File: src/hdl/swsed_pkg.sv
// Types and constants of the single-wire sensor edge decoder.
package swsed_pkg;

  localparam int FRAME_BITS = 40;
  localparam int BITS_W     = $clog2(FRAME_BITS + 1);

  localparam logic [15:0] SENSOR_PIN_RST    = 16'd16;
  localparam logic [15:0] ONE_THRESHOLD_RST = 16'd100;

  // Configuration register indexes
  localparam logic REG_SENSOR_PIN    = 1'b0;
  localparam logic REG_ONE_THRESHOLD = 1'b1;

  // Opcodes
  localparam logic OP_EDGE = 1'b0;
  localparam logic OP_POLL = 1'b1;

  // Decode phases
  localparam logic [2:0] PH_WAKING     = 3'd0;
  localparam logic [2:0] PH_RESP_START = 3'd1;
  localparam logic [2:0] PH_RESP_STOP  = 3'd2;
  localparam logic [2:0] PH_RECEIVING  = 3'd3;
  localparam logic [2:0] PH_RECEIVED   = 3'd4;

  // Frame byte that carries the temperature
  localparam logic [2:0] TEMP_BYTE = 3'd2;

  typedef struct packed {
    logic        opcode;
    logic [15:0] edge_pin;
    logic [15:0] interval_ticks;
  } in_beat_t;

  typedef struct packed {
    logic       data_ready;
    logic [7:0] temperature;
    logic [2:0] phase;
  } out_beat_t;

endpackage

File: src/hdl/single_wire_sensor_edge_decoder.sv
// Single-wire sensor edge decoder: phase machine, bit packer and result buffer.
// Result: a result beat is registered and appears in the cycle after its input beat is
//   accepted while the output is free; behind a stalled result it waits in the skid entry.
// Throughput: one beat per cycle while the skid is empty; all decode work sits between
//   the accept edge and the result register; a one-entry skid sits behind the output register.
// Reset (rst, synchronous, active high): phase waking, counters, frame byte and
//   temperature cleared, sensor_pin 16, one_threshold 100, output and skid empty.
module single_wire_sensor_edge_decoder
  import swsed_pkg::*;
(
  input  logic      clk,
  input  logic      rst,
  // configuration write port
  input  logic      cfg_we,
  input  logic      cfg_addr,
  input  logic [15:0] cfg_wdata,
  // input channel
  input  logic      in_valid,
  output logic      in_stall,
  input  in_beat_t  in_data,
  // result channel
  output logic      out_valid,
  input  logic      out_stall,
  output out_beat_t out_data
);

  // Configuration registers
  logic [15:0] sensor_pin;
  logic [15:0] one_threshold;

  // Decoder state
  logic [2:0]        phase, phase_next;
  logic [BITS_W-1:0] bits_received, bits_received_next;
  logic [7:0]        partial_byte, partial_byte_next;
  logic [2:0]        bit_position, bit_position_next;
  logic [2:0]        byte_slot, byte_slot_next;
  logic [7:0]        temp_byte, temp_byte_next;       // frame byte 2; other bytes are never read
  logic [7:0]        temperature_latch, temperature_latch_next;

  // Result buffer
  out_beat_t   result;
  out_beat_t   skid_data;
  logic        skid_valid;

  logic              in_acc;
  logic              out_take;
  logic              pin_match;
  logic              bit_one;
  logic [7:0]        packed_byte;
  logic [BITS_W-1:0] bits_inc;

  // Hold input only while the skid entry is occupied; the output register
  // plus skid lets a new beat in while a finished result waits.
  assign in_stall = skid_valid;
  assign in_acc   = in_valid && !in_stall;
  assign out_take = out_valid && !out_stall;

  assign pin_match = (in_data.edge_pin == sensor_pin);
  assign bit_one   = (in_data.interval_ticks > one_threshold);
  assign bits_inc  = bits_received + BITS_W'(1);

  // Decode one beat: advance the phase on matched edges, pack a bit while
  // receiving, and on a poll of a complete frame latch the temperature byte.
  always_comb begin
    phase_next             = phase;
    bits_received_next     = bits_received;
    partial_byte_next      = partial_byte;
    bit_position_next      = bit_position;
    byte_slot_next         = byte_slot;
    temp_byte_next         = temp_byte;
    temperature_latch_next = temperature_latch;
    packed_byte            = partial_byte;
    result.data_ready      = 1'b0;

    // Bit lands MSB first at position 7 - bit_position.
    packed_byte[3'd7 - bit_position] = bit_one;

    if (in_data.opcode == OP_EDGE) begin
      if (pin_match) begin
        case (phase)
          PH_WAKING:     phase_next = PH_RESP_START;
          PH_RESP_START: phase_next = PH_RESP_STOP;
          PH_RESP_STOP:  phase_next = PH_RECEIVING;
          PH_RECEIVING: begin
            bits_received_next = bits_inc;
            if (bit_position == 3'd7) begin
              // Byte complete: store it if it is the temperature slot.
              if (byte_slot == TEMP_BYTE) begin
                temp_byte_next = packed_byte;
              end
              partial_byte_next = 8'd0;
              byte_slot_next    = byte_slot + 3'd1;
              bit_position_next = 3'd0;
            end else begin
              partial_byte_next = packed_byte;
              bit_position_next = bit_position + 3'd1;
            end
            // Frame end: drop any trailing partial bits and hold until polled.
            if (bits_inc >= BITS_W'(FRAME_BITS)) begin
              bits_received_next = '0;
              byte_slot_next     = 3'd0;
              bit_position_next  = 3'd0;
              partial_byte_next  = 8'd0;
              phase_next         = PH_RECEIVED;
            end
          end
          PH_RECEIVED:   phase_next = PH_RECEIVED;
          default:       phase_next = PH_WAKING;
        endcase
      end
    end else if (phase == PH_RECEIVED) begin
      temperature_latch_next = temp_byte;
      phase_next             = PH_WAKING;
      result.data_ready      = 1'b1;
    end

    result.temperature = temperature_latch_next;
    result.phase       = phase_next;
  end

  // Configuration writes; the user must write the port only while the block is idle, the block does not enforce it.
  always_ff @(posedge clk) begin
    if (rst) begin
      sensor_pin    <= SENSOR_PIN_RST;
      one_threshold <= ONE_THRESHOLD_RST;
    end else if (cfg_we) begin
      case (cfg_addr)
        REG_SENSOR_PIN:    sensor_pin    <= cfg_wdata;
        REG_ONE_THRESHOLD: one_threshold <= cfg_wdata;
        default:           sensor_pin    <= sensor_pin;
      endcase
    end
  end

  // Advance decoder state on each accepted beat.
  always_ff @(posedge clk) begin
    if (rst) begin
      phase             <= PH_WAKING;
      bits_received     <= '0;
      partial_byte      <= 8'd0;
      bit_position      <= 3'd0;
      byte_slot         <= 3'd0;
      temp_byte         <= 8'd0;
      temperature_latch <= 8'd0;
    end else if (in_acc) begin
      phase             <= phase_next;
      bits_received     <= bits_received_next;
      partial_byte      <= partial_byte_next;
      bit_position      <= bit_position_next;
      byte_slot         <= byte_slot_next;
      temp_byte         <= temp_byte_next;
      temperature_latch <= temperature_latch_next;
    end
  end

  // Output register and skid entry. A result goes straight to the output when
  // it is empty or being taken; otherwise park it in the skid.
  always_ff @(posedge clk) begin
    if (rst) begin
      out_valid  <= 1'b0;
      skid_valid <= 1'b0;
    end else if (skid_valid) begin
      if (out_take) begin
        out_data   <= skid_data;
        skid_valid <= 1'b0;
      end
    end else if (in_acc) begin
      if (!out_valid || out_take) begin
        out_data  <= result;
        out_valid <= 1'b1;
      end else begin
        skid_data  <= result;
        skid_valid <= 1'b1;
      end
    end else if (out_take) begin
      out_valid <= 1'b0;
    end
  end

endmodule

File: config.mk
export PLATFORM = sky130hd
export DESIGN_NAME = single_wire_sensor_edge_decoder
export DESIGN_NICKNAME = d
export VERILOG_FILES = /design/src/hdl/swsed_pkg.sv /design/src/hdl/single_wire_sensor_edge_decoder.sv
export SDC_FILE = /design/constraint.sdc
export NUM_CORES = 1
export LEC_CHECK = 0
export ABC_CLOCK_PERIOD_IN_PS = 2200
export BUFFER_PORTS_ARGS = -buffer_cell sky130_fd_sc_hd__buf_2
export CAP_MARGIN = 20
export CORE_ASPECT_RATIO = 1.75
export CORE_MARGIN = 10
export CORE_UTILIZATION = 51
export DETAILED_ROUTE_END_ITERATION = 7
export PLACE_DENSITY_LB_ADDON = 0.05
export SETUP_SLACK_MARGIN = 0.05
export SYNTH_ARGS = -nofsm -noshare
export SYNTH_HDL_FRONTEND = slang
export SYNTH_SLANG_ARGS = --single-unit
File: constraint.sdc
create_clock -name clk -period 2.2 [get_ports clk]
set_input_delay 0.33 -clock clk [delete_from_list [all_inputs] [get_ports clk]]
set_output_delay 0.33 -clock clk [all_outputs]
set_load 0.02 [all_outputs]
## Yosys cells after proc, flatten, opt, wreduce, memory -nomap -nowiden

Cells that the tools add are included.

| operators by class | value |
|---|---|
| $lt $le $gt $ge | 4 |
| reduce and logical (&&, ||, !) cells | 20 |
| shift-type cells | 0 |
| div/mod/pow operators | 0 |
| multipliers | 0 |
| bitwise gates (word level) | 5 |
| $add $sub $neg | 4 |
| equal/unequal tests | 9 |
| muxes and demuxes | 30 |

Operator list:

| kind | number |
|---|---|
| $mux 12 | 4 |
| $mux 8 | 4 |
| $mux 3 | 8 |
| $eq 16x16->1 | 1 |
| $gt 16x16->1 | 1 |
| $pmux 3 s5 | 1 |
| $reduce_and 4->1 | 3 |
| $mux 1 | 10 |
| $eq 3x2->1 const B | 3 |
| $bwmux 8 | 1 |
| $reduce_bool 2->1 | 4 |
| $add 3x1->3 const B | 2 |
| $add 6x1->6 const B | 1 |
| $eq 3x3->1 const B | 2 |
| $ge 6x6->1 const B | 1 |
| $mux 6 | 1 |
| $reduce_and 6->1 | 1 |
| $not 1->1 | 5 |
| $reduce_and 5->1 | 1 |
| $lt 3x4->1 const B | 1 |
| $ne 2x1->1 const B | 2 |
| $reduce_and 2->1 | 2 |
| $demux 1 s3 | 1 |
| $eq 3x1->1 const B | 1 |
| other kinds (7) | 11 |

| word-level totals | value |
|---|---|
| bits in writable memories | 0 |
| latch bits | 0 |
| ROM bits | 0 |
| input bits | 55 |
| output and inout port bits | 14 |
| bits in registers | 97 |
| memories | 0 |

## Depth between registers and ports, before layout

| depth | value |
|---|---|
| word-level depth | 9 |
| gate-level depth with buffers | 8 |

## Worst setup path after synthesis

OpenSTA, ideal clock, no wires.

| timing | value |
|---|---|
| kind | flip-flop to flip-flop |
| start point | reg skid_valid, in the netlist in_stall |
| end point | reg out_data[0] (netlist name), enable pin |
| clock period less this slack | 2.503 ns |
| path buffers | 2 |
| slack | -0.303 ns |
| data arrival time | 2.100 ns |
| cell stages (with the launch flop) | 5 |
| cell sequence | dfxtp_1 > buf_2 > buf_1 > nand2_1 > a221oi_1 |

| on the way | value |
|---|---|
| word-level cells in the longest chain between the ends | 4 |
| elaborated cells on any way between the ends | 6 |
| classes of those cells | eq/ne (1); reduce/logical (5) |

RTL lines:

| element | line | text |
|---|---|---|
| start: declaration | single_wire_sensor_edge_decoder.sv:43 | `logic skid_valid;` |
| start signal: assignment | single_wire_sensor_edge_decoder.sv:161 | `skid_valid <= 1'b0;` |
| start signal: assignment | single_wire_sensor_edge_decoder.sv:165 | `skid_valid <= 1'b0;` |
| start signal: assignment | single_wire_sensor_edge_decoder.sv:173 | `skid_valid <= 1'b1;` |
| $logic_not 1->1 | single_wire_sensor_edge_decoder.sv:55 | `assign in_acc = in_valid && !in_stall;` |
| $logic_and 1x1->1 | single_wire_sensor_edge_decoder.sv:55 |  |
| $reduce_bool 2->1 (no line) | n/a |  |
| $reduce_and 4->1 (no line) (*) | n/a |  |
| end signal: assignment | single_wire_sensor_edge_decoder.sv:164 | `out_data <= skid_data;` |
| end signal: assignment | single_wire_sensor_edge_decoder.sv:169 | `out_data <= result;` |
| end: declaration | single_wire_sensor_edge_decoder.sv:24 | `output out_beat_t out_data` |

Mark *: on every way between the ends. The rest lies on a longest branch, timed or not.
A chain may end at the register's enable or synchronous reset.

## Worst setup path after layout

| timing | value |
|---|---|
| start point | reg sensor_pin[2] |
| end point | reg out_data[1] (netlist name), data pin |

| on the way | value |
|---|---|
| word-level cells in the longest chain between the ends | 6 |

RTL lines:

| element | line | text |
|---|---|---|
| start: declaration | single_wire_sensor_edge_decoder.sv:28 | `logic [15:0] sensor_pin;` |
| start signal: assignment | single_wire_sensor_edge_decoder.sv:128 | `REG_SENSOR_PIN: sensor_pin <= cfg_wdata;` |
| start signal: assignment | single_wire_sensor_edge_decoder.sv:130 | `default: sensor_pin <= sensor_pin;` |
| $eq 16x16->1 | single_wire_sensor_edge_decoder.sv:58 | `assign pin_match = (in_data.edge_pin == sensor_pin);` |
| $mux 3 | single_wire_sensor_edge_decoder.sv:79 | `if (pin_match) begin` |
| $mux 3 | single_wire_sensor_edge_decoder.sv:78 | `if (in_data.opcode == OP_EDGE) begin` |
| net phase_next[1] | single_wire_sensor_edge_decoder.sv:32 | `logic [2:0] phase, phase_next;` |
| $mux 12 | single_wire_sensor_edge_decoder.sv:168 | `if (!out_valid \|\| out_take) begin` |
| $mux 12 | single_wire_sensor_edge_decoder.sv:167 | `end else if (in_acc) begin` |
| $mux 12 | single_wire_sensor_edge_decoder.sv:162 | `end else if (skid_valid) begin` |

The timed path passes the listed nets, and every way through them passes these cells. The select of a mux whose other input is x is not followed.

==> flow_summary.toml <==
[clock_tree]
insertion_delay_ns = 0.34
cts.clk_slew.worst_paths_ns = 0.07
h-tree-depth = 3
root_buffer = "clkbuf_16"
clk_path_buf_depth = 2
cts_buffers = 9
cts_hold_buffers = 0
clock-sinks = 96
cts_tree = "yes"

[sta]
max_slew_margin = 0.606
grt_setup_unrepaired = "true"
final-setup-viol-count = 0
period_minus_slack_ns = 2.08
final_max_slew_viol_count = 0
fin_ws_ns = 0.121
final.period_utilization = 0.945
tightest_slew_ns = 0.592
finalHoldViolCount = 0
worst_clock_skew_ns = 0.00838
max_freq_ghz = 0.481

[pwr]
leakagePower_nw = 2.28
p_switching_mw = 0.951
p_sw_frac = 0.243
ir_drop_v = 0.000452
intPower_mw = 2.96
seqPwrFrac = 0.492
comb_power_share = 0.109
clockPowerShare = 0.399
power.density_mw_per_mm2 = 695

[placement]
dp_hpwl_mm = 8.28
numPortBuffers = 68
dpl_worst_slack_ns = -0.101
gp_congestion = 0.795

[floorplan]
die_w_um = 91.8
ioPinCount = 69
start_util = 0.527
core_area_mm2 = 0.00873
rows = 45
dieArea_mm2 = 0.0134
die_y_um = 146

[drt]
drt_first_pass_iters = 6
drcViolationCount = 0
wire_per_inst_um = 15.1
final_antenna_net_count = 0
via_per_inst = 5.33
routed_wirelength_mm = 10.7
vias = 3768
drtIter0Drc = 124

[synthesis]
ys_warn_count = 0
synth_cell_types = 41
synth_ff_type = "dfxtp_1"
synth_nets = 586
synth_area_mm2 = 0.00460
syn_area_per_cell_um2 = 9.03
synth_cells = 509
synth_seq_cells = 96
synth-edff-count = 24
ys_async_sr_fraction = 0
seq_area_frac_synth = 0.470

[grt]
grt_pass1_vias = 3853
grt_pass1_wl_mm = 17.6
grt.total_usage = 0.160
grt_max_degree = 28
gr-total-overflow = 0
antenna_found_initial = 0

[worst_setup_path]
required_ns = 2.29
path_class = "reg2reg"
r2r_setup_slack_ns = 0.12
path_buf_inv = 1
crit_slowest_cell = "dfxtp_1"
slowest_delay_ns = 0.33
start_kind = "flop"
crit_path_max_fanout = 7
path_delay_family = "simple AND/OR/NAND/NOR gates"
path_cells = "xor2_1 > nor4_2 > nand4_2 > buf_6 > nor2_4 > mux2_4 > mux2_2"
endpoint_kind = "flop"
cp.arrival_ns = 2.17

[hold_path]
hp-class = "in2reg"

[layout]
nets = 662
final_cell_mix = "nand2_1, buf_2, dfxtp_1"
final_util = 0.645
area_growth_pct = 22.5
n_fill_cell = 764
antenna_cells = 0
layout_commonest_cell = "nand2_1"
drive_gt1_frac = 0.288

[outcome]
status = "complete, no violations"

[flow_run]
maxCapViolCount = 0
synthesized netlist by cell type, drive strengths merged (5+ instances only):
cell,number,area [µm²]
a21oi,51,259
a31oi,7,43.8
buf,8,33.8
clkbuf,22,82.6
dfxtp,72,1440
edfxtp,24,721
ha,22,275
inv,22,82.6
mux2,22,248
mux2i,9,90.1
nand2,87,327
nand3,9,45.0
nand4,8,56.3
nor2,35,131
nor2b,5,31.3
nor3,16,80.1
nor4,10,87.6
o21ai,22,110
xor2,17,149
final cells by class:
class	instances	area, µm²	area share
multi-input cells	361	2380	0.423
repair buffers	95	551	0.0978
inverters	22	82.6	0.0147
clock buffers	10	229	0.0407
flip-flops and latches	96	2170	0.386
well taps	117	146	0.0260
clock inverters	6	68.8	0.0122
flip-flops by register name, indices dropped and copies added (netlist names):
signal             flops
bit_position           3
bits_received          6
byte_slot              3
in_stall               1
one_threshold         16
out_data              12
out_valid              1
partial_byte           7
phase                  3
sensor_pin            16
skid_data             12
temp_byte              8
temperature_latch      8
final timing paths:
path,start,to,depth (start not counted)
max,sensor_pin[2],out_data[1],7
min,cfg_wdata[9],one_threshold[9],3
max reg2reg,sensor_pin[2],out_data[1],7
min reg2reg,one_threshold[13],one_threshold[13],2
what timing repair did:
| action | CTS | global route |
|---|---|---|
| pin swaps | 2 | 13 |
| gates resized for setup | 2 | 32 |
| setup buffers | 0 | 2 |
| endpoints found under the setup margin | 10 | 25 |
metrics by stage:
stage / total power, mW / setup TNS (ns) / instances / hold slack (ns) / cell area (µm²)
CTS: 3.92 / 0 / 705 / 0.228 / 5470
finish: 3.91 / 0 / 707 / 0.229 / 5630
global placement: 2.36 / -0.0925 / 689 / 0.445 / 5160
global route: 4.07 / -0.0105 / 707 / 0.239 / 5630
floorplan: 2.22 / 0 / 509 / 0.428 / 4610
detailed placement: 2.37 / -0.295 / 689 / 0.449 / 5160
routing by layer:
metal	vias up	global-route usage	part of all wire
met4	0	0.0628	0.019
met5	-	0	0
li1	1929	-	-
met3	16	0.0433	0.045
met1	1755	0.154	0.36
met2	68	0.305	0.58
worst min-delay path, delay by kind of cell:
family	cells	cell delay [ns]
compound gates	1	0.05
simple gates	1	0.05
buf+inv	1	0.10
logic make-up after synthesis:
logic type,synth area share
AND/OR/NAND/NOR,0.204
AO/OA/AOI/OAI,0.116
flip-flops,0.470
buffers and inverters,0.0433
multiplexers,0.0735
adder cells (fa/ha/maj),0.0599
XOR/XNOR,0.0324
power by group through the flow:
| stage | combinational [mW] | clock [mW] | sequential [mW] |
|---|---|---|---|
| after floorplan | 0.245 | 0 | 1.97 |
| after global placement | 0.399 | 0 | 1.96 |
| after detailed placement | 0.410 | 0 | 1.96 |
| after CTS | 0.413 | 1.58 | 1.92 |
| after global routing | 0.483 | 1.66 | 1.93 |
| final | 0.427 | 1.56 | 1.92 |
Power figures use the tool's default switching activity.
